## src/hdl/cobs_deframer_crc_check_core_assert.svh

```systemverilog
// assertion macros shared by the deframer modules
`ifndef COBS_DEFRAMER_CRC_CHECK_CORE_ASSERT_SVH
`define COBS_DEFRAMER_CRC_CHECK_CORE_ASSERT_SVH

// same-cycle implication, disabled during reset
`define CDCC_ASSERT_IMP(name, clk, rst, ante, cons) \
  name: assert property (@(posedge clk) disable iff (rst) (ante) |-> (cons)) \
    else $error("cdcc: assertion failed");

// next-cycle implication, disabled during reset
`define CDCC_ASSERT_NXT(name, clk, rst, ante, cons) \
  name: assert property (@(posedge clk) disable iff (rst) (ante) |=> (cons)) \
    else $error("cdcc: assertion failed");

`endif

```

## src/hdl/cdcc_pkg.sv

```systemverilog
// package: types, constants and crc step of the cobs deframer
`default_nettype none
package cdcc_pkg;

  localparam int BYTE_W          = 8;
  localparam int CRC_W           = 16;
  localparam int LEN_W           = 10;
  localparam int MAX_DECODED_DEF = 512;
  localparam int QUEUE_DEPTH     = 2;
  localparam int APB_AW          = 3;
  localparam int APB_DW          = 32;

  localparam logic [CRC_W-1:0]  CRC_POLY      = 16'h1021;
  localparam logic [CRC_W-1:0]  CRC_SEED_RST  = 16'hFFFF;
  localparam logic [LEN_W-1:0]  MIN_LEN_RST   = 10'd10;
  localparam logic [BYTE_W-1:0] DELIM_BYTE    = 8'h00;
  localparam logic [BYTE_W-1:0] CODE_LONG     = 8'hFF;

  typedef enum logic [1:0] {
    ST_OK      = 2'd0,
    ST_CRC_ERR = 2'd1,
    ST_SHORT   = 2'd2,
    ST_LONG    = 2'd3
  } status_t;

  typedef enum logic {
    KIND_DATA   = 1'b0,
    KIND_STATUS = 1'b1
  } kind_t;

  typedef enum logic {
    REG_CRC_SEED = 1'b0,
    REG_MIN_LEN  = 1'b1
  } reg_idx_t;

  // one decoded event between front and back
  typedef struct packed {
    logic              is_delim;
    logic [BYTE_W-1:0] data;
    logic [CRC_W-1:0]  seed;
  } qent_t;

  // one result beat
  typedef struct packed {
    kind_t             kind;
    logic [BYTE_W-1:0] data;
    status_t           status;
    logic [LEN_W-1:0]  len;
    logic [CRC_W-1:0]  crc;
  } res_t;

  // msb-first crc-16 over one byte
  function automatic logic [CRC_W-1:0] crc_byte(input logic [CRC_W-1:0] crc_in,
                                                input logic [BYTE_W-1:0] b);
    logic [CRC_W-1:0] c;
    c = crc_in ^ {b, {(CRC_W-BYTE_W){1'b0}}};
    for (int k = 0; k < BYTE_W; k++) begin
      if (c[CRC_W-1]) begin
        c = {c[CRC_W-2:0], 1'b0} ^ CRC_POLY;
      end else begin
        c = {c[CRC_W-2:0], 1'b0};
      end
    end
    return c;
  endfunction

endpackage
`default_nettype wire

```

## src/hdl/cdcc_rx_if.sv

```systemverilog
// receive channel: one stuffed byte per beat
`default_nettype none
interface cdcc_rx_if
  import cdcc_pkg::*;
();
  logic              valid;
  logic              ready;
  logic [BYTE_W-1:0] rx_byte;

  modport source (output valid, output rx_byte, input ready);
  modport sink   (input valid, input rx_byte, output ready);
endinterface
`default_nettype wire

```

## src/hdl/cdcc_res_if.sv

```systemverilog
// result channel: payload byte or end-of-frame status per beat
`default_nettype none
interface cdcc_res_if
  import cdcc_pkg::*;
();
  logic              valid;
  logic              ready;
  logic              out_kind;
  logic [BYTE_W-1:0] out_byte;
  logic [1:0]        frame_status;
  logic [LEN_W-1:0]  frame_length;
  logic [CRC_W-1:0]  computed_crc;

  modport source (output valid, output out_kind, output out_byte, output frame_status,
                  output frame_length, output computed_crc, input ready);
  modport sink   (input valid, input out_kind, input out_byte, input frame_status,
                  input frame_length, input computed_crc, output ready);
endinterface
`default_nettype wire

```

## src/hdl/cobs_deframer_crc_check_core.sv

```systemverilog
// top level: cobs deframer with crc-16 trailer check and apb registers
//
//   channel  dir  beat                                   handshake
//   rx       in   one stuffed byte, 0x00 ends the frame  valid/ready
//   res      out  payload byte or end-of-frame status    valid/ready
//   apb      in   crc_seed (0x0), min_frame_bytes (0x4)  psel/penable
//
// one byte per cycle sustained while res takes every beat; decode, the event queue
// and the one-byte crc step work on successive bytes; a byte is registered in a
// queue slot, then in the result register; payload bytes also wait in the holdback
// reset is synchronous; no clearing pass, the block takes bytes right after
// front and back stall apart through a two-entry queue; res stalls hold the back
`default_nettype none
module cobs_deframer_crc_check_core
  import cdcc_pkg::*;
#(
  parameter int MAX_DECODED = MAX_DECODED_DEF
) (
  input  wire logic              clk,
  input  wire logic              rst,
  cdcc_rx_if.sink                rx,
  cdcc_res_if.source             res,
  input  wire logic              psel,
  input  wire logic              penable,
  input  wire logic              pwrite,
  input  wire logic [APB_AW-1:0] paddr,
  input  wire logic [APB_DW-1:0] pwdata,
  output logic      [APB_DW-1:0] prdata,
  output logic                   pready
);

  logic [CRC_W-1:0] crc_seed;
  logic [LEN_W-1:0] min_frame_bytes;
  reg_idx_t         reg_sel;
  logic             wr_en;
  logic             q_push, q_push_ready, q_pop_valid, q_pop_ready;
  qent_t            q_push_ent, q_pop_ent;

  // register file
  assign pready  = 1'b1;
  assign reg_sel = reg_idx_t'(paddr[2]);
  assign wr_en   = psel && penable && pwrite && pready;

  always_ff @(posedge clk) begin
    if (rst) begin
      crc_seed        <= CRC_SEED_RST;
      min_frame_bytes <= MIN_LEN_RST;
    end else if (wr_en) begin
      unique case (reg_sel)
        REG_CRC_SEED: crc_seed        <= pwdata[CRC_W-1:0];
        REG_MIN_LEN:  min_frame_bytes <= pwdata[LEN_W-1:0];
        default: ;
      endcase
    end
  end

  // register readback
  always_comb begin
    unique case (reg_sel)
      REG_CRC_SEED: prdata = APB_DW'(crc_seed);
      REG_MIN_LEN:  prdata = APB_DW'(min_frame_bytes);
      default:      prdata = '0;
    endcase
  end

  cdcc_front u_front (
    .clk      (clk),
    .rst      (rst),
    .rx       (rx),
    .crc_seed (crc_seed),
    .q_push   (q_push),
    .q_ent    (q_push_ent),
    .q_ready  (q_push_ready)
  );

  cdcc_queue u_queue (
    .clk        (clk),
    .rst        (rst),
    .push       (q_push),
    .push_ent   (q_push_ent),
    .push_ready (q_push_ready),
    .pop_valid  (q_pop_valid),
    .pop_ent    (q_pop_ent),
    .pop_ready  (q_pop_ready)
  );

  cdcc_back #(
    .MAX_DECODED (MAX_DECODED)
  ) u_back (
    .clk             (clk),
    .rst             (rst),
    .ent_valid       (q_pop_valid),
    .ent             (q_pop_ent),
    .ent_ready       (q_pop_ready),
    .min_frame_bytes (min_frame_bytes),
    .res             (res)
  );

endmodule
`default_nettype wire

```

## src/hdl/cdcc_front.sv

```systemverilog
// front: cobs group tracking, turns stuffed bytes into decoded events
`default_nettype none
module cdcc_front
  import cdcc_pkg::*;
(
  input  wire logic             clk,
  input  wire logic             rst,
  cdcc_rx_if.sink               rx,
  input  wire logic [CRC_W-1:0] crc_seed,
  output logic                  q_push,
  output qent_t                 q_ent,
  input  wire logic             q_ready
);

  logic [BYTE_W-1:0] group_left, group_left_next;
  logic              zero_pending, zero_pending_next;
  logic              frame_open, frame_open_next;
  logic [CRC_W-1:0]  frame_seed, frame_seed_next;
  logic              take;
  logic [CRC_W-1:0]  seed_cur;

  assign rx.ready = q_ready;
  assign take     = rx.valid && q_ready;
  // seed is latched by the first byte of a frame
  assign seed_cur = frame_open ? frame_seed : crc_seed;

  // decode one stuffed byte
  always_comb begin
    group_left_next   = group_left;
    zero_pending_next = zero_pending;
    frame_open_next   = frame_open;
    frame_seed_next   = frame_seed;
    q_push            = 1'b0;
    q_ent.is_delim    = 1'b0;
    q_ent.data        = rx.rx_byte;
    q_ent.seed        = seed_cur;
    if (take) begin
      if (rx.rx_byte == DELIM_BYTE) begin
        // delimiter ends the frame, a pending zero is dropped
        q_push            = 1'b1;
        q_ent.is_delim    = 1'b1;
        group_left_next   = '0;
        zero_pending_next = 1'b0;
        frame_open_next   = 1'b0;
      end else begin
        frame_open_next = 1'b1;
        frame_seed_next = seed_cur;
        if (group_left == '0) begin
          // code byte: flush the implied zero, open a new group
          q_push            = zero_pending;
          q_ent.data        = DELIM_BYTE;
          group_left_next   = rx.rx_byte - BYTE_W'(1);
          zero_pending_next = (rx.rx_byte != CODE_LONG);
        end else begin
          q_push          = 1'b1;
          group_left_next = group_left - BYTE_W'(1);
        end
      end
    end
  end

  // group state
  always_ff @(posedge clk) begin
    if (rst) begin
      group_left   <= '0;
      zero_pending <= 1'b0;
      frame_open   <= 1'b0;
    end else begin
      group_left   <= group_left_next;
      zero_pending <= zero_pending_next;
      frame_open   <= frame_open_next;
    end
  end

  always_ff @(posedge clk) begin
    frame_seed <= frame_seed_next;
  end

endmodule
`default_nettype wire

```

## src/hdl/cdcc_queue.sv

```systemverilog
// short event queue between front and back
`default_nettype none
`include "cobs_deframer_crc_check_core_assert.svh"
module cdcc_queue
  import cdcc_pkg::*;
(
  input  wire logic clk,
  input  wire logic rst,
  input  wire logic push,
  input  qent_t     push_ent,
  output logic      push_ready,
  output logic      pop_valid,
  output qent_t     pop_ent,
  input  wire logic pop_ready
);

  localparam int PTR_W = (QUEUE_DEPTH > 1) ? $clog2(QUEUE_DEPTH) : 1;
  localparam int CNT_W = $clog2(QUEUE_DEPTH + 1);

  qent_t            slots [QUEUE_DEPTH];
  logic [PTR_W-1:0] wr_ptr, rd_ptr;
  logic [CNT_W-1:0] cnt;
  logic             do_push, do_pop;

  assign push_ready = (cnt != CNT_W'(QUEUE_DEPTH));
  assign pop_valid  = (cnt != '0);
  assign pop_ent    = slots[rd_ptr];
  assign do_push    = push && push_ready;
  assign do_pop     = pop_valid && pop_ready;

  function automatic logic [PTR_W-1:0] ptr_inc(input logic [PTR_W-1:0] p);
    return (p == PTR_W'(QUEUE_DEPTH - 1)) ? '0 : p + PTR_W'(1);
  endfunction

  // pointers and fill
  always_ff @(posedge clk) begin
    if (rst) begin
      wr_ptr <= '0;
      rd_ptr <= '0;
      cnt    <= '0;
    end else begin
      if (do_push) begin
        wr_ptr <= ptr_inc(wr_ptr);
      end
      if (do_pop) begin
        rd_ptr <= ptr_inc(rd_ptr);
      end
      if (do_push && !do_pop) begin
        cnt <= cnt + CNT_W'(1);
      end else if (do_pop && !do_push) begin
        cnt <= cnt - CNT_W'(1);
      end
    end
  end

  // storage
  always_ff @(posedge clk) begin
    if (do_push) begin
      slots[wr_ptr] <= push_ent;
    end
  end

  `CDCC_ASSERT_IMP(a_q_bound, clk, rst, 1'b1, cnt <= CNT_W'(QUEUE_DEPTH))
  `CDCC_ASSERT_NXT(a_q_grow, clk, rst, do_push && !do_pop, cnt == $past(cnt) + CNT_W'(1))
  `CDCC_ASSERT_NXT(a_q_shrink, clk, rst, do_pop && !do_push, cnt == $past(cnt) - CNT_W'(1))

endmodule
`default_nettype wire

```

## src/hdl/cdcc_back.sv

```systemverilog
// back: holdback, length count, crc and status, result register
`default_nettype none
`include "cobs_deframer_crc_check_core_assert.svh"
module cdcc_back
  import cdcc_pkg::*;
#(
  parameter int MAX_DECODED = MAX_DECODED_DEF
) (
  input  wire logic             clk,
  input  wire logic             rst,
  input  wire logic             ent_valid,
  input  qent_t                 ent,
  output logic                  ent_ready,
  input  wire logic [LEN_W-1:0] min_frame_bytes,
  cdcc_res_if.source            res
);

  localparam int CNT_W = $clog2(MAX_DECODED + 1);
  localparam int CMP_W = (CNT_W > LEN_W) ? CNT_W : LEN_W;
  localparam logic [1:0] FILL_FULL = 2'd2;

  logic [BYTE_W-1:0] hold0, hold0_next, hold1, hold1_next;
  logic [1:0]        hold_fill, hold_fill_next;
  logic [CNT_W-1:0]  count, count_next;
  logic              ovf, ovf_next;
  logic [CRC_W-1:0]  running_crc, running_crc_next;
  logic              res_valid;
  res_t              res_q, res_next;
  logic              res_load, step;
  logic [CRC_W-1:0]  crc_cur, trailer;

  assign ent_ready = !res_valid || res.ready;
  assign step      = ent_valid && ent_ready;
  // the frame seed stands in until the first payload byte has left the holdback
  assign crc_cur   = (count > CNT_W'(2)) ? running_crc : ent.seed;
  assign trailer   = {hold1, hold0};

  // one decoded event
  always_comb begin
    hold0_next       = hold0;
    hold1_next       = hold1;
    hold_fill_next   = hold_fill;
    count_next       = count;
    ovf_next         = ovf;
    running_crc_next = running_crc;
    res_load         = 1'b0;
    res_next         = '0;
    if (step) begin
      if (ent.is_delim) begin
        res_load      = 1'b1;
        res_next.kind = KIND_STATUS;
        if (ovf) begin
          res_next.status = ST_LONG;
        end else if ((CMP_W'(count) < CMP_W'(min_frame_bytes)) || (count < CNT_W'(2))) begin
          res_next.status = ST_SHORT;
        end else if (trailer != crc_cur) begin
          res_next.status = ST_CRC_ERR;
        end else begin
          res_next.status = ST_OK;
        end
        res_next.len   = LEN_W'(count);
        res_next.crc   = crc_cur;
        hold_fill_next = '0;
        count_next     = '0;
        ovf_next       = 1'b0;
      end else if (count >= CNT_W'(MAX_DECODED)) begin
        // beyond capacity: byte dropped
        ovf_next = 1'b1;
      end else begin
        count_next = count + CNT_W'(1);
        if (hold_fill == FILL_FULL) begin
          res_load         = 1'b1;
          res_next.kind    = KIND_DATA;
          res_next.data    = hold0;
          running_crc_next = crc_byte(crc_cur, hold0);
          hold0_next       = hold1;
          hold1_next       = ent.data;
        end else if (hold_fill == 2'd0) begin
          hold0_next     = ent.data;
          hold_fill_next = 2'd1;
        end else begin
          hold1_next     = ent.data;
          hold_fill_next = FILL_FULL;
        end
      end
    end
  end

  // control state
  always_ff @(posedge clk) begin
    if (rst) begin
      hold_fill <= '0;
      count     <= '0;
      ovf       <= 1'b0;
      res_valid <= 1'b0;
    end else begin
      hold_fill <= hold_fill_next;
      count     <= count_next;
      ovf       <= ovf_next;
      if (res_load) begin
        res_valid <= 1'b1;
      end else if (res.ready) begin
        res_valid <= 1'b0;
      end
    end
  end

  // holdback bytes, crc and result payload
  always_ff @(posedge clk) begin
    hold0       <= hold0_next;
    hold1       <= hold1_next;
    running_crc <= running_crc_next;
    if (res_load) begin
      res_q <= res_next;
    end
  end

  assign res.valid        = res_valid;
  assign res.out_kind     = res_q.kind;
  assign res.out_byte     = res_q.data;
  assign res.frame_status = res_q.status;
  assign res.frame_length = res_q.len;
  assign res.computed_crc = res_q.crc;

  `CDCC_ASSERT_IMP(a_ovf_full, clk, rst, ovf, count == CNT_W'(MAX_DECODED))
  `CDCC_ASSERT_IMP(a_fill_track, clk, rst, count < CNT_W'(2), CNT_W'(hold_fill) == count)
  `CDCC_ASSERT_NXT(a_delim_clear, clk, rst, step && ent.is_delim, (count == '0) && !ovf && res_valid)

endmodule
`default_nettype wire

```

## src/flat_wrapper.sv

```systemverilog
// flat-port wrapper written by rule: the top's interface ports become plain ports
module cobs_deframer_crc_check_core_flat import cdcc_pkg::*;
#(
  parameter int MAX_DECODED = MAX_DECODED_DEF
)
  (clk, rst, psel, penable, pwrite, paddr, pwdata, prdata, pready, rx_valid, rx_rx_byte, rx_ready, res_valid, res_out_kind, res_out_byte, res_frame_status, res_frame_length, res_computed_crc, res_ready);
  cdcc_rx_if rx_i ();
  cdcc_res_if res_i ();
  input  wire logic clk;
  input  wire logic rst;
  input  wire logic psel;
  input  wire logic penable;
  input  wire logic pwrite;
  input  wire logic [APB_AW-1:0] paddr;
  input  wire logic [APB_DW-1:0] pwdata;
  output logic      [APB_DW-1:0] prdata;
  output logic pready;
  input wire logic [$bits(rx_i.valid)-1:0] rx_valid;
  input wire logic [$bits(rx_i.rx_byte)-1:0] rx_rx_byte;
  output wire logic [$bits(rx_i.ready)-1:0] rx_ready;
  output wire logic [$bits(res_i.valid)-1:0] res_valid;
  output wire logic [$bits(res_i.out_kind)-1:0] res_out_kind;
  output wire logic [$bits(res_i.out_byte)-1:0] res_out_byte;
  output wire logic [$bits(res_i.frame_status)-1:0] res_frame_status;
  output wire logic [$bits(res_i.frame_length)-1:0] res_frame_length;
  output wire logic [$bits(res_i.computed_crc)-1:0] res_computed_crc;
  input wire logic [$bits(res_i.ready)-1:0] res_ready;
  assign rx_i.valid = rx_valid;
  assign rx_i.rx_byte = rx_rx_byte;
  assign rx_ready = rx_i.ready;
  assign res_valid = res_i.valid;
  assign res_out_kind = res_i.out_kind;
  assign res_out_byte = res_i.out_byte;
  assign res_frame_status = res_i.frame_status;
  assign res_frame_length = res_i.frame_length;
  assign res_computed_crc = res_i.computed_crc;
  assign res_i.ready = res_ready;
  cobs_deframer_crc_check_core #(.MAX_DECODED(MAX_DECODED)) u_core (.clk(clk), .rst(rst), .rx(rx_i), .res(res_i), .psel(psel), .penable(penable), .pwrite(pwrite), .paddr(paddr), .pwdata(pwdata), .prdata(prdata), .pready(pready));
endmodule
```

## config.mk

```make
export PLATFORM = sky130hd
export DESIGN_NAME = cobs_deframer_crc_check_core_flat
export DESIGN_NICKNAME = d
export VERILOG_FILES = /design/src/hdl/cdcc_pkg.sv /design/src/hdl/cdcc_rx_if.sv /design/src/hdl/cdcc_res_if.sv /design/src/hdl/cobs_deframer_crc_check_core.sv /design/src/hdl/cdcc_front.sv /design/src/hdl/cdcc_queue.sv /design/src/hdl/cdcc_back.sv /design/src/flat_wrapper.sv
export VERILOG_INCLUDE_DIRS = /design/src /design/src/hdl
export SDC_FILE = /design/constraint.sdc
export NUM_CORES = 1
export LEC_CHECK = 0
export BUFFER_PORTS_ARGS = -buffer_cell sky130_fd_sc_hd__buf_4
export CAP_MARGIN = 5
export CORE_UTILIZATION = 40
export CTS_BUF_LIST = sky130_fd_sc_hd__clkbuf_8
export CTS_CLUSTER_SIZE = 14
export DETAILED_ROUTE_END_ITERATION = 8
export PLACE_DENSITY = 0.59
export SLEW_MARGIN = 20
export SYNTH_ARGS = -nofsm -noshare
export SYNTH_HDL_FRONTEND = slang
export SYNTH_SLANG_ARGS = --single-unit
```

## constraint.sdc

```tcl
create_clock -name clk -period 8.3 [get_ports clk]
set_clock_uncertainty 0.05 [all_clocks]
set_input_delay 1.66 -clock clk [delete_from_list [all_inputs] [get_ports clk]]
set_output_delay 1.66 -clock clk [all_outputs]
set_load 0.01 [all_outputs]
```

==> summary.md, run 1 <==
| Metric | Value |
|---|---|
| Total instance count after detailed placement | 1034 |
| Post-DP HPWL | 13.5 mm |
| Yosys reg bits | 190 |
| Height of the die | 150 um |
| Number of setup buffers added after CTS | 0 |
| Detailed router's first-iteration violation count | 308 |
| Initial Util | 0.413 |
| Post-Route WL | 18.3 mm |
| Post-synthesis instance area | 0.00879 mm^2 |
| Area of the core region | 0.0213 mm^2 |
| Post-Synthesis Cells | 701 |
| Clock transition at the registers of the reported paths | 0.10 ns |
| Ratio of final minimum period to clock period | 0.500 |
| Final routed DRC violation total | 0 |
| Fill cells | 1922 |
| Cells along the critical path | buf_4 > mux2_2 > buf_4 |
| RSZ-0062 raised after global routing | false |
| Number of global-route vias before repair | 5276 |
| Synthesis-to-finish area growth | 14.1% |
| Synth cell types | 57 |
| Top library cells by usage in the layout, fill and taps aside | 135 x sky130_fd_sc_hd__edfxtp_1, 90 x sky130_fd_sc_hd__buf_4, 62 x sky130_fd_sc_hd__nor2_1 |
| GRT Total Usage | 0.170 |
| Most frequent standard cell in the layout excluding fill and tap cells | sky130_fd_sc_hd__edfxtp_1 |
| Number of antenna violations at the first check in global routing | 0 |
| Horizontal die dimension | 150 um |
| Worst slew margin relative to its limit | 0.343 |
| Synthesized area divided by synthesized cell count | 12.5 um^2 |
| Outcome | complete, no violations |
| Type of the worst setup path | input port to output pin |
| Remaining antenna violation count | 0 |
| Number of iterations in the first detailed-routing pass | 5 |
| Max Slew Vio Count | 0 |
| Leak | 3.60 nW |
| Detailed-route vias per instance | 5.10 |
| Utilization after layout | 0.471 |
| Share of cells above drive strength 1 | 0.250 |
| Number of warning messages in the yosys log | 0 |
| Number of stages on the worst hold path | 2 |
| Clock insertion delay at the later pin of the skew report | 0.48 ns |
| Critical Path Most Common Cell | sky130_fd_sc_hd__buf_4 |
| Clock root buffer | sky130_fd_sc_hd__clkbuf_8 |
| Most instantiated flip-flop cell in the synthesis netlist | sky130_fd_sc_hd__edfxtp_1 |
| Path category of the worst min-delay check | register to register |
| Final worst path period need | 4.15 ns |
| Maximum fanout along the worst path | 19 |
| CTS Buffer Depth | 2 |
| Post-detailed-route wirelength per cell | 17.2 um |
| Largest net degree at the start of global routing | 49 |
| Final hold slack | 0.412 ns |
| Endpoint arrival time on the critical path | 2.44 ns |
| Hold Vio Cnt, Final | 0 |
| N_diodes | 0 |
| Max rail drop VDD | 0.133 mV |
| Sequential cell area fraction in the yosys report | 0.586 |
| First-pass GRT wire length | 28.9 mm |
| IO Port Bufs | 86 |
| Yosys top cell area share | 0.461 |
| Cell at the slowest stage of the critical path | sky130_fd_sc_hd__mux2_2 |
| Post-layout net count | 841 |
| Overall die area | 0.0226 mm^2 |
| Deepest level of the CTS H-tree | 4 |
| Number of buffers added by the clock tree synthesis step | 17 |
| Last weighted congestion value of the routability-driven placer | 0.833 |
| Global-route congestion overflow total | 0 |
| Total power after layout | 0.00323 W |
| Aggregate negative setup slack | 0 ns |
| Number of flops mapped to enable cells by yosys | 135 |
| Total power per unit cell area | 322 mW/mm^2 |
| Max Cap Violations | 0 |
| Crit start category | input port |
| Crit path required time | 6.59 ns |
| Endpoints failing setup | 0 |
| Total of cells resized after clock tree synthesis | 0 |
| Crit. End Element | output pin |
| Clock sink count | 190 |
| Register-to-Register Path Depth | 6 |
| Number of hold-repair buffers added at the cts stage | 0 |
| Top Ports | 122 |
| Via count of the routed design | 5433 |
| Post-synthesis async set-or-reset flop share | 0 |
| Maximum achievable frequency | 0.241 GHz |
| Row Count | 53 |
| CTS tree | done |
| Transition time of the tightest slew-check pin | 0.983 ns |
| Dominant cells by area after synthesis | sky130_fd_sc_hd__edfxtp_1 46%, sky130_fd_sc_hd__dfxtp_1 13%, sky130_fd_sc_hd__mux2_2 6.9% |
| Max incr delay on CP | 0.39 ns |
| Post-synthesis cell type with the largest combined area | sky130_fd_sc_hd__edfxtp_1 |
| Non-filler instance count after layout | 1066 |
-- worst max-delay path, delay by kind of cell --
family                 cells  cell delay (ns)
muxes                      1             0.39
buffers and inverters      2             0.39
-- stage by stage --
step / setup WS [ns] / cell area (um^2)
finish: 4.15 / 10000
global route: 4.11 / 10000
global placement: 4.04 / 9610
detailed placement: 4.06 / 9610
CTS: 4.16 / 10000
floorplan: 3.92 / 8850
-- layout make-up --
type	count	area (um^2)	share of cell area
multi-input cells	453	3350	0.334
repair buffers	90	676	0.0674
well taps	275	344	0.0343
flip-flops and latches	190	5150	0.514
clock buffers	17	234	0.0233
clock inverters	15	174	0.0173
inverters	26	97.6	0.00973
-- synth_stat cells (all sizes together) (6+ instances only) --
library cell,n
nand2,28
inv,26
mux2,54
and2,18
a22oi,6
o22ai,6
mux2i,22
nand2b,7
nor4,6
a211oi,6
a21oi,29
xnor2,27
xor2,30
dfxtp,55
nor2b,25
nand4,11
and3,13
a211o,19
nor3,11
nor2,64
ha,13
edfxtp,135
clkbuf,20
o21ai,8
buf,27
-- power by group --
| group | internal (W) | total, W | switching (W) |
|---|---|---|---|
| Sequential | 0.00131 | 0.00140 | 0.0000958 |
| Combinational | 0.000520 | 0.00121 | 0.000687 |
| Clock | 0.000254 | 0.000620 | 0.000366 |
| Total | 0.00208 | 0.00323 | 0.00115 |
-- cells by family (layout without fill, tap and decap cells) --
logic type | Yosys count | count (layout) | synth area share
buf+inv | 73 | 148 | 0.0411
simple gates | 197 | 197 | 0.119
other cells | 2 | 17 | 0.000854
fa+ha+maj | 13 | 13 | 0.0185
compound gates | 93 | 93 | 0.0729
mux | 76 | 76 | 0.0979
xor+xnor | 57 | 57 | 0.0632
flops | 190 | 190 | 0.586
-- worst paths after layout --
check	startpoint	endpoint	slack, ns
setup / recovery	paddr[2]	prdata[7]	4.15
hold reg to reg	u_core.u_front.zero_pending	u_core.u_front.zero_pending	0.41
setup reg to reg	u_core.u_back.count[9]	u_core.u_back.res.frame_status[0]	5.48
hold / removal	u_core.u_front.zero_pending	u_core.u_front.zero_pending	0.41
-- flip-flops by register name, summed over array words and instances (netlist names), 2 cells and up, named ones only --
register and count:
u_core.u_back.hold1 8, u_core.u_queue.cnt 2, u_core.crc_seed 16, u_core.u_back.hold_fill 2, u_core.u_queue.slots 50, u_core.u_front.group_left 8
u_core.u_back.running_crc 16, u_core.u_back.res.frame_status 2, u_core.u_back.res.computed_crc 16, u_core.u_back.hold0 8, u_core.u_back.res.out_byte 8, u_core.u_front.frame_seed 16
u_core.u_back.count 10, u_core.min_frame_bytes 10, u_core.u_back.res.frame_length 10
-- layer usage --
layer | track usage | wire [um]
met5 | 0 | 0
met4 | 0.0540 | 212
met3 | 0.0309 | 729
met2 | 0.263 | 8400
met1 | 0.240 | 8980
No activity file was read; power rests on OpenSTA's default activity.
==> run 2: changes to the inputs <==
--- a/config.mk
+++ b/config.mk
@@ -6,6 +6,7 @@
 export SDC_FILE = /design/constraint.sdc
 export NUM_CORES = 1
 export LEC_CHECK = 0
+export ABC_AREA = 1
 export BUFFER_PORTS_ARGS = -buffer_cell sky130_fd_sc_hd__buf_4
 export CAP_MARGIN = 5
 export CORE_UTILIZATION = 40
==> constraint.sdc (replaced) <==
create_clock -name clk -period 3.92 [get_ports clk]
set_clock_uncertainty 0.05 [all_clocks]
set_input_delay 0.784 -clock clk [delete_from_list [all_inputs] [get_ports clk]]
set_output_delay 0.784 -clock clk [all_outputs]
set_load 0.01 [all_outputs]
==> summary.md, run 2 <==
| Metric | Value |
|---|---|
| Outcome | complete, no violations |
| Clock root buffer | sky130_fd_sc_hd__clkbuf_8 |
| Final routed DRC violation total | 0 (unchanged) |
| Global-route congestion overflow total | 0 (unchanged) |
| Critical register-to-register path endpoint | u_core.u_back.running_crc[7] |
| Dominant cells by area after synthesis | sky130_fd_sc_hd__edfxtp_1 46%, sky130_fd_sc_hd__dfxtp_1 13%, sky130_fd_sc_hd__nand2_1 9.6% |
| Detailed-route vias per instance | 4.70 (-7.8%) |
| Flip-flop count of the largest register after layout | 50 (unchanged) |
| First-pass GRT wire length | 30.0 mm (+3.7%) |
| Final worst path period need | 2.67 ns |
| Number of flops mapped to enable cells by yosys | 135 (unchanged) |
| Most used standard cells in the synthesized netlist | 225 x sky130_fd_sc_hd__nand2_1, 135 x sky130_fd_sc_hd__edfxtp_1, 113 x sky130_fd_sc_hd__inv_1 |
| Post-Route WL | 18.7 mm (+2.1%) |
| GRT Total Usage | 0.176 (+0.00582) |
| Max Slew Vio Count | 0 (unchanged) |
| Row Count | 53 (unchanged) |
| Synthesized area divided by synthesized cell count | 9.25 um^2 (-26%) |
| Most frequent standard cell in the layout excluding fill and tap cells | sky130_fd_sc_hd__nand2_1 |
| N_diodes | 0 (unchanged) |
| Register-to-Register Path Depth | 10 (+4) |
| Yosys top cell area share | 0.462 (about the same) |
| Total of cells resized after clock tree synthesis | 0 (unchanged) |
| Total power per unit cell area | 734 mW/mm^2 (+130%) |
| Crit path required time | 4.09 ns (-2.50 ns) |
| Ratio of final minimum period to clock period | 0.681 |
| Number of setup buffers added after CTS | 0 (unchanged) |
| Post-synthesis instance area | 0.00878 mm^2 (about the same) |
| R2R setup slack | 1.25 ns (-4.23 ns) |
| CTS Buffer Depth | 2 (unchanged) |
| Sequential cell area fraction in the yosys report | 0.587 (about the same) |
| Post-DP HPWL | 13.6 mm (+1.2%) |
| Post-synthesis async set-or-reset flop share | 0 (unchanged) |
| Most instantiated flip-flop cell in the synthesis netlist | sky130_fd_sc_hd__edfxtp_1 |
| Share of power burned in combinational logic | 0.397 (+0.023) |
| Number of stages on the worst hold path | 1 (-1) |
| Number of global-route vias before repair | 5719 (+8.4%) |
| Last weighted congestion value of the routability-driven placer | 0.774 (-7.0%) |
| Most frequently used cell type in the post-synthesis netlist | sky130_fd_sc_hd__nand2_1 |
| Transition time of the tightest slew-check pin | 0.892 ns (-0.0913 ns) |
| Top library cells by usage in the layout, fill and taps aside | 225 x sky130_fd_sc_hd__nand2_1, 135 x sky130_fd_sc_hd__edfxtp_1, 115 x sky130_fd_sc_hd__inv_1 |
| Number of antenna violations at the first check in global routing | 0 (unchanged) |
| Max rail drop VDD | 0.266 mV (+99%) |
| Crit start category | register |
| Hold Vio Cnt, Final | 0 (unchanged) |
| Via count of the routed design | 6198 (+14%) |
| Height of the die | 150 um (about the same) |
| Fill cells | 2064 (+7.4%) |
| Non-filler instance count after layout | 1319 (+24%) |
| Reg2Reg Launch Point | u_core.u_back.count[6] |
| RSZ-0062 raised after global routing | false |
| Number of hold-repair buffers added at the cts stage | 0 (unchanged) |
| Top Ports | 122 (unchanged) |
| Endpoint arrival time on the critical path | 2.83 ns (+0.39 ns) |
| Initial Util | 0.413 (about the same) |
| Pint | 0.00456 W (+120%) |
| Synth cell types | 44 (-23%) |
| Number of iterations in the first detailed-routing pass | 5 (unchanged) |
| Post-Synthesis Cells | 950 (+36%) |
| Horizontal die dimension | 150 um (about the same) |
| Largest net degree at the start of global routing | 38 (-22%) |
| Post-layout net count | 1094 (+30%) |
| Path category of the worst min-delay check | register to register |
| Clock transition at the registers of the reported paths | 0.10 ns (about the same) |
| IO Port Bufs | 86 (unchanged) |
| Sequential power share | 0.418 (-0.016) |
| Total instance count after detailed placement | 1287 (+24%) |
| CTS tree | done |
| Number of buffers added by the clock tree synthesis step | 17 (unchanged) |
| Post-detailed-route wirelength per cell | 14.2 um (-17%) |
| Clock sink count | 190 (unchanged) |
| Leak | 4.35 nW (+21%) |
| Yosys reg bits | 190 (unchanged) |
| Number of warning messages in the yosys log | 0 (unchanged) |
| Clock insertion delay at the later pin of the skew report | 0.46 ns (-0.02 ns) |
| Aggregate negative setup slack | 0 ns (unchanged) |
| Remaining antenna violation count | 0 (unchanged) |
| Fraction of power spent switching nets | 0.380 (+0.0245) |
| Worst slew margin relative to its limit | 0.405 (+0.0616) |
| Part of the total power dissipated in the clock network | 0.185 (-0.007) |
| Endpoints failing setup | 0 (unchanged) |
| Max Cap Violations | 0 (unchanged) |
| Area of the core region | 0.0213 mm^2 (unchanged) |
| Hold path startpoint | u_core.u_queue.rd_ptr |
| Register name with the most flops | u_core.u_queue.slots |
| Deepest level of the CTS H-tree | 4 (unchanged) |
| Type of the worst setup path | register to register |
| Maximum achievable frequency | 0.375 GHz |
| Launching instance or port of the critical path | u_core.u_back.count[6] |
| Synthesis-to-finish area growth | 14.3% |
| Net Switching | 0.00280 W (+140%) |
| Detailed router's first-iteration violation count | 416 (+35%) |
| Post-synthesis cell type with the largest combined area | sky130_fd_sc_hd__edfxtp_1 |
| Share of cells above drive strength 1 | 0.146 (-0.105) |
| Crit. End Element | register |
| Maximum fanout along the worst path | 26 (+7) |
| Overall die area | 0.0226 mm^2 (about the same) |
-- run 2: power groups by stage --
stage	sequential, W	combinational [W]	clock, W
detailed placement	0.00313	0.00297	0
floorplan	0.00315	0.00207	0
CTS	0.00309	0.00297	0.00139
global placement	0.00312	0.00291	0
finish	0.00308	0.00292	0.00136
global route	0.00313	0.00334	0.00146
-- run 2: worst max path at each step --
stage,end,slack [ns],cells past startpoint
final,u_core.u_back.running_crc[7],1.25,10
after global routing,u_core.u_back.running_crc[7],1.04,10
after CTS,u_core.u_back.running_crc[7],1.21,10
after detailed placement,u_core.u_queue.slots[0][10],1.10,9
after global placement,u_core.u_queue.slots[0][11],1.09,9
after floorplan,u_core.u_queue.slots[1][0],0.99,7
-- run 2: cell type report --
| type | instances | area [um^2] | area share |
|---|---|---|---|
| flip-flops and latches | 190 | 5150 | 0.514 |
| clock inverters | 14 | 166 | 0.0166 |
| well taps | 275 | 344 | 0.0343 |
| inverters | 118 | 443 | 0.0441 |
| clock buffers | 18 | 248 | 0.0247 |
| repair buffers | 95 | 713 | 0.0711 |
| multi-input cells | 609 | 2970 | 0.296 |
-- run 2: stage by stage --
| stage | util | hold slack (ns) | setup slack (ns) | total power (W) | cell area, um^2 |
|---|---|---|---|---|---|
| 3_5_place_dp | 0.452 | 0.393 | 1.10 | 0.00610 | 9620 |
| 2_1_floorplan | - | 0.376 | 0.987 | 0.00522 | 8840 |
| 4_1_cts | 0.472 | 0.406 | 1.21 | 0.00744 | 10000 |
| 5_1_grt | 0.472 | 0.438 | 1.04 | 0.00793 | 10000 |
| 3_3_place_gp | 0.452 | 0.385 | 1.09 | 0.00603 | 9620 |
| 6_report | 0.472 | 0.406 | 1.25 | 0.00736 | 10000 |
-- run 2: layer usage --
| metal | track usage | vias up | wire (um) |
|---|---|---|---|
| met3 | 0.0324 | 10 | 628 |
| met4 | 0.0434 | 0 | 169 |
| met1 | 0.242 | 2833 | 9020 |
| li1 | - | 3243 | - |
| met5 | 0 | - | 0 |
| met2 | 0.285 | 112 | 8880 |
-- run 2: critical path, cell delays in order (launching register included) --
cell and delay (ns):
sky130_fd_sc_hd__dfxtp_1 0.39, sky130_fd_sc_hd__nor2_1 0.16, sky130_fd_sc_hd__nand2_2 0.10, sky130_fd_sc_hd__nor2_8 0.37, sky130_fd_sc_hd__nand2_4 0.28, sky130_fd_sc_hd__nand2_1 0.15
sky130_fd_sc_hd__nand2_1 0.11, sky130_fd_sc_hd__xor2_1 0.39, sky130_fd_sc_hd__or2_1 0.18, sky130_fd_sc_hd__nand2_2 0.08, sky130_fd_sc_hd__xor2_1 0.14
-- run 2: logic make-up after synthesis --
group                      share of synthesized area
buffers and inverters                         0.0822
adders and majority gates                     0.0185
and+or+nand+nor                                0.198
other                                       0.000855
xor gates and xnor gates                      0.0268
AOI/OAI and AO/OA                             0.0872
DFF                                            0.587
==> run 3: changes to the inputs <==
--- a/config.mk
+++ b/config.mk
@@ -13,7 +13,7 @@
 export CTS_BUF_LIST = sky130_fd_sc_hd__clkbuf_8
 export CTS_CLUSTER_SIZE = 14
 export DETAILED_ROUTE_END_ITERATION = 8
-export PLACE_DENSITY = 0.59
+export PLACE_DENSITY = 0.61
 export SLEW_MARGIN = 20
 export SYNTH_ARGS = -nofsm -noshare
 export SYNTH_HDL_FRONTEND = slang
==> constraint.sdc (replaced) <==
create_clock -name clk -period 2.2 [get_ports clk]
set_clock_uncertainty 0.05 [all_clocks]
set_input_delay 0.44 -clock clk [delete_from_list [all_inputs] [get_ports clk]]
set_output_delay 0.44 -clock clk [all_outputs]
set_load 0.01 [all_outputs]
==> summary.md, run 3 (synthesis results as in run 2) <==
| Metric | Value |
|---|---|
| Outcome | complete, no violations |
| Total power per unit cell area | 1320 mW/mm^2 (+80%) |
| Final worst path period need | 2.18 ns (-0.488 ns) |
| Post-detailed-route wirelength per cell | 13.8 um (-2.6%) |
| Height of the die | 150 um (unchanged) |
| Post-placement cell area | 0.0102 mm^2 (+5.7%) |
| Ratio of final minimum period to clock period | 0.991 (+0.310) |
| IO Port Bufs | 86 (unchanged) |
| Most frequent standard cell in the layout excluding fill and tap cells | sky130_fd_sc_hd__nand2_1 |
| Global-route congestion overflow total | 0 (unchanged) |
| Largest net degree at the start of global routing | 38 (unchanged) |
| Fill cells | 1982 (-4.0%) |
| Part of the total power dissipated in the clock network | 0.174 (-0.011) |
| R2R setup slack | 0.02 ns (-1.23 ns) |
| Detailed router's first-iteration violation count | 377 (-9.4%) |
| Pint | 0.00901 W (+97%) |
| Max rail drop VDD | 0.473 mV (+78%) |
| Sequential power share | 0.385 (-0.033) |
| Post-layout net count | 1168 (+6.8%) |
| Last weighted congestion value of the routability-driven placer | 0.820 (+6.0%) |
| Crit path required time | 2.38 ns (-1.71 ns) |
| Number of antenna violations at the first check in global routing | 0 (unchanged) |
| Number of global-route vias before repair | 6081 (+6.3%) |
| Launching instance or port of the critical path | u_core.u_back.count[0] |
| RSZ-0062 raised after global routing | true |
| Buffers plus inverters on the worst setup path | 3 (+3) |
| Hold Vio Cnt, Final | 0 (unchanged) |
| Post-Route WL | 19.2 mm (+2.9%) |
| Flip-flop count of the largest register after layout | 50 (unchanged) |
| Clock transition at the registers of the reported paths | 0.10 ns (about the same) |
| Area of the core region | 0.0213 mm^2 (unchanged) |
| Utilization after layout | 0.505 (+0.0334) |
| Overall die area | 0.0226 mm^2 (unchanged) |
| Cells along the critical path | inv_2 > ha_2 > or2_0 > buf_6 > buf_6 > nand3b_1 > nand2_2 > nand2_1 > nand2_1 > nor2_1 > nand2_1 > nor2_2 > nand2_1 > nand2_1 > a21oi_1 |
| Share of cells above drive strength 1 | 0.221 (+0.0753) |
| First-pass GRT wire length | 31.0 mm (+3.5%) |
| Remaining antenna violation count | 0 (unchanged) |
| Area occupied by multi-input gates | 0.00303 mm^2 (+2.2%) |
| Sequential standard cell area | 0.00516 mm^2 (about the same) |
| Endpoints failing setup | 0 (unchanged) |
| Top library cells by usage in the layout, fill and taps aside | 219 x sky130_fd_sc_hd__nand2_1, 159 x sky130_fd_sc_hd__buf_4, 135 x sky130_fd_sc_hd__edfxtp_1 |
| Endpoint arrival time on the critical path | 2.36 ns (-0.47 ns) |
| Leak | 4.74 nW (+9.0%) |
| Initial Util | 0.413 (unchanged) |
| Fraction of power spent switching nets | 0.366 (-0.0142) |
| Worst path top cell family by delay | simple AND/OR/NAND/NOR gates |
| Horizontal die dimension | 150 um (unchanged) |
| Maximum fanout along the worst path | 5 (-81%) |
| Share of power burned in combinational logic | 0.441 (+0.044) |
| Clock insertion delay at the later pin of the skew report | 0.46 ns (about the same) |
| Worst Setup EP | u_core.u_back.res.frame_status[0] |
| Number of buffers added by the clock tree synthesis step | 17 (unchanged) |
| Net Switching | 0.00520 W (+86%) |
| Reg2Reg Launch Point | u_core.u_back.count[0] |
| Detailed-route vias per instance | 4.69 (-0.21%) |
| Via count of the routed design | 6532 (+5.4%) |
| Register name with the most flops | u_core.u_queue.slots |
| Max incr delay on CP | 0.34 ns (-0.05 ns) |
| Area of all placed cells without fillers | 0.0107 mm^2 (+7.1%) |
| Top Ports | 122 (unchanged) |
| Deepest level of the CTS H-tree | 4 (unchanged) |
| CTS Buffer Depth | 2 (unchanged) |
| N_diodes | 0 (unchanged) |
| Path category of the worst min-delay check | input port to register |
| Row Count | 53 (unchanged) |
| CTS tree | done |
| Clock root buffer | sky130_fd_sc_hd__clkbuf_8 |
| Maximum achievable frequency | 0.459 GHz (+22%) |
| Type of the worst setup path | register to register |
| Final routed DRC violation total | 0 (unchanged) |
| GRT Total Usage | 0.181 (+0.00581) |
| Max Slew Vio Count | 0 (unchanged) |
| Critical Path Most Common Cell | sky130_fd_sc_hd__nand2_1 |
| Register-to-Register Path Depth | 15 (+5) |
| Cell count along the critical path | 15 (+5) |
| Synthesis-to-finish area growth | 22.4% |
| Number of iterations in the first detailed-routing pass | 5 (unchanged) |
| Max Cap Violations | 0 (unchanged) |
| Total power after layout | 0.0142 W (+93%) |
| Post-DP HPWL | 14.2 mm (+3.9%) |
| Cell at the slowest stage of the critical path | sky130_fd_sc_hd__dfxtp_2 |
| Crit start category | register |
| Crit. End Element | register |
| Clock sink count | 190 (unchanged) |
| Non-filler instance count after layout | 1393 (+5.6%) |
| Total instance count after detailed placement | 1353 (+5.1%) |
| Critical register-to-register path endpoint | u_core.u_back.res.frame_status[0] |
-- run 3: routing by layer --
metal,vias up,part of all wire,track usage
met2,137,0.47,0.292
met3,29,0.042,0.0318
met1,2988,0.48,0.248
met5,-,0,0
met4,0,0.015,0.0601
li1,3378,-,-
-- run 3: cell type report --
| class | count | area share |
|---|---|---|
| clock buffers | 21 | 0.0269 |
| clock inverters | 11 | 0.0129 |
| inverters | 118 | 0.0413 |
| multi-input cells | 609 | 0.282 |
| flip-flops and latches | 190 | 0.480 |
| well taps | 275 | 0.0320 |
| repair buffers | 169 | 0.125 |
-- run 3: worst min path at each step --
stage / startpoint / end / slack [ns] / cells past startpoint
floorplan: u_core.u_queue.rd_ptr / register / 0.38 / 1
global placement: u_core.u_queue.rd_ptr / u_core.u_queue.rd_ptr / 0.39 / 1
detailed placement: u_core.u_queue.rd_ptr / register / 0.39 / 1
CTS: pwdata[15] / u_core.crc_seed[15] / 0.11 / 3
global route: pwdata[14] / u_core.crc_seed[14] / 0.11 / 3
finish: pwdata[15] / u_core.crc_seed[15] / 0.14 / 3
-- run 3: worst register-to-register path, cell delays in order, from the launching register on --
cell and delay (ns):
sky130_fd_sc_hd__dfxtp_2 0.34, sky130_fd_sc_hd__inv_2 0.04, sky130_fd_sc_hd__ha_2 0.16, sky130_fd_sc_hd__or2_0 0.21
sky130_fd_sc_hd__buf_6 0.15, sky130_fd_sc_hd__buf_6 0.12, sky130_fd_sc_hd__nand3b_1 0.15, sky130_fd_sc_hd__nand2_2 0.10
sky130_fd_sc_hd__nand2_1 0.08, sky130_fd_sc_hd__nand2_1 0.06, sky130_fd_sc_hd__nor2_1 0.10, sky130_fd_sc_hd__nand2_1 0.06
sky130_fd_sc_hd__nor2_2 0.12, sky130_fd_sc_hd__nand2_1 0.09, sky130_fd_sc_hd__nand2_1 0.07, sky130_fd_sc_hd__a21oi_1 0.05
-- run 3: what timing repair did --
action	in CTS	in global routing
resized for setup	12	14
endpoints found under the setup margin	10	15
pin swaps	7	5
buffers inserted	3	5
hold buffers	0	0
-- run 3: power groups by stage --
| stage | Clock [W] | Sequential (W) | Combinational [W] |
|---|---|---|---|
| after floorplan | 0 | 0.00561 | 0.00370 |
| after global placement | 0 | 0.00552 | 0.00601 |
| after detailed placement | 0 | 0.00554 | 0.00613 |
| after CTS | 0.00251 | 0.00547 | 0.00621 |
| after global routing | 0.00265 | 0.00556 | 0.00705 |
| final | 0.00247 | 0.00547 | 0.00627 |
-- run 3: per-stage QoR --
step / setup TNS [ns] / setup WS (ns) / hold WS, ns
final: 0 / 0.0205 / 0.137
after global routing: -0.286 / -0.124 / 0.114
after CTS: 0 / 0.000757 / 0.114
after detailed placement: -0.766 / -0.112 / 0.393
after global placement: -0.352 / -0.0618 / 0.387
after floorplan: -0.0277 / -0.00111 / 0.376
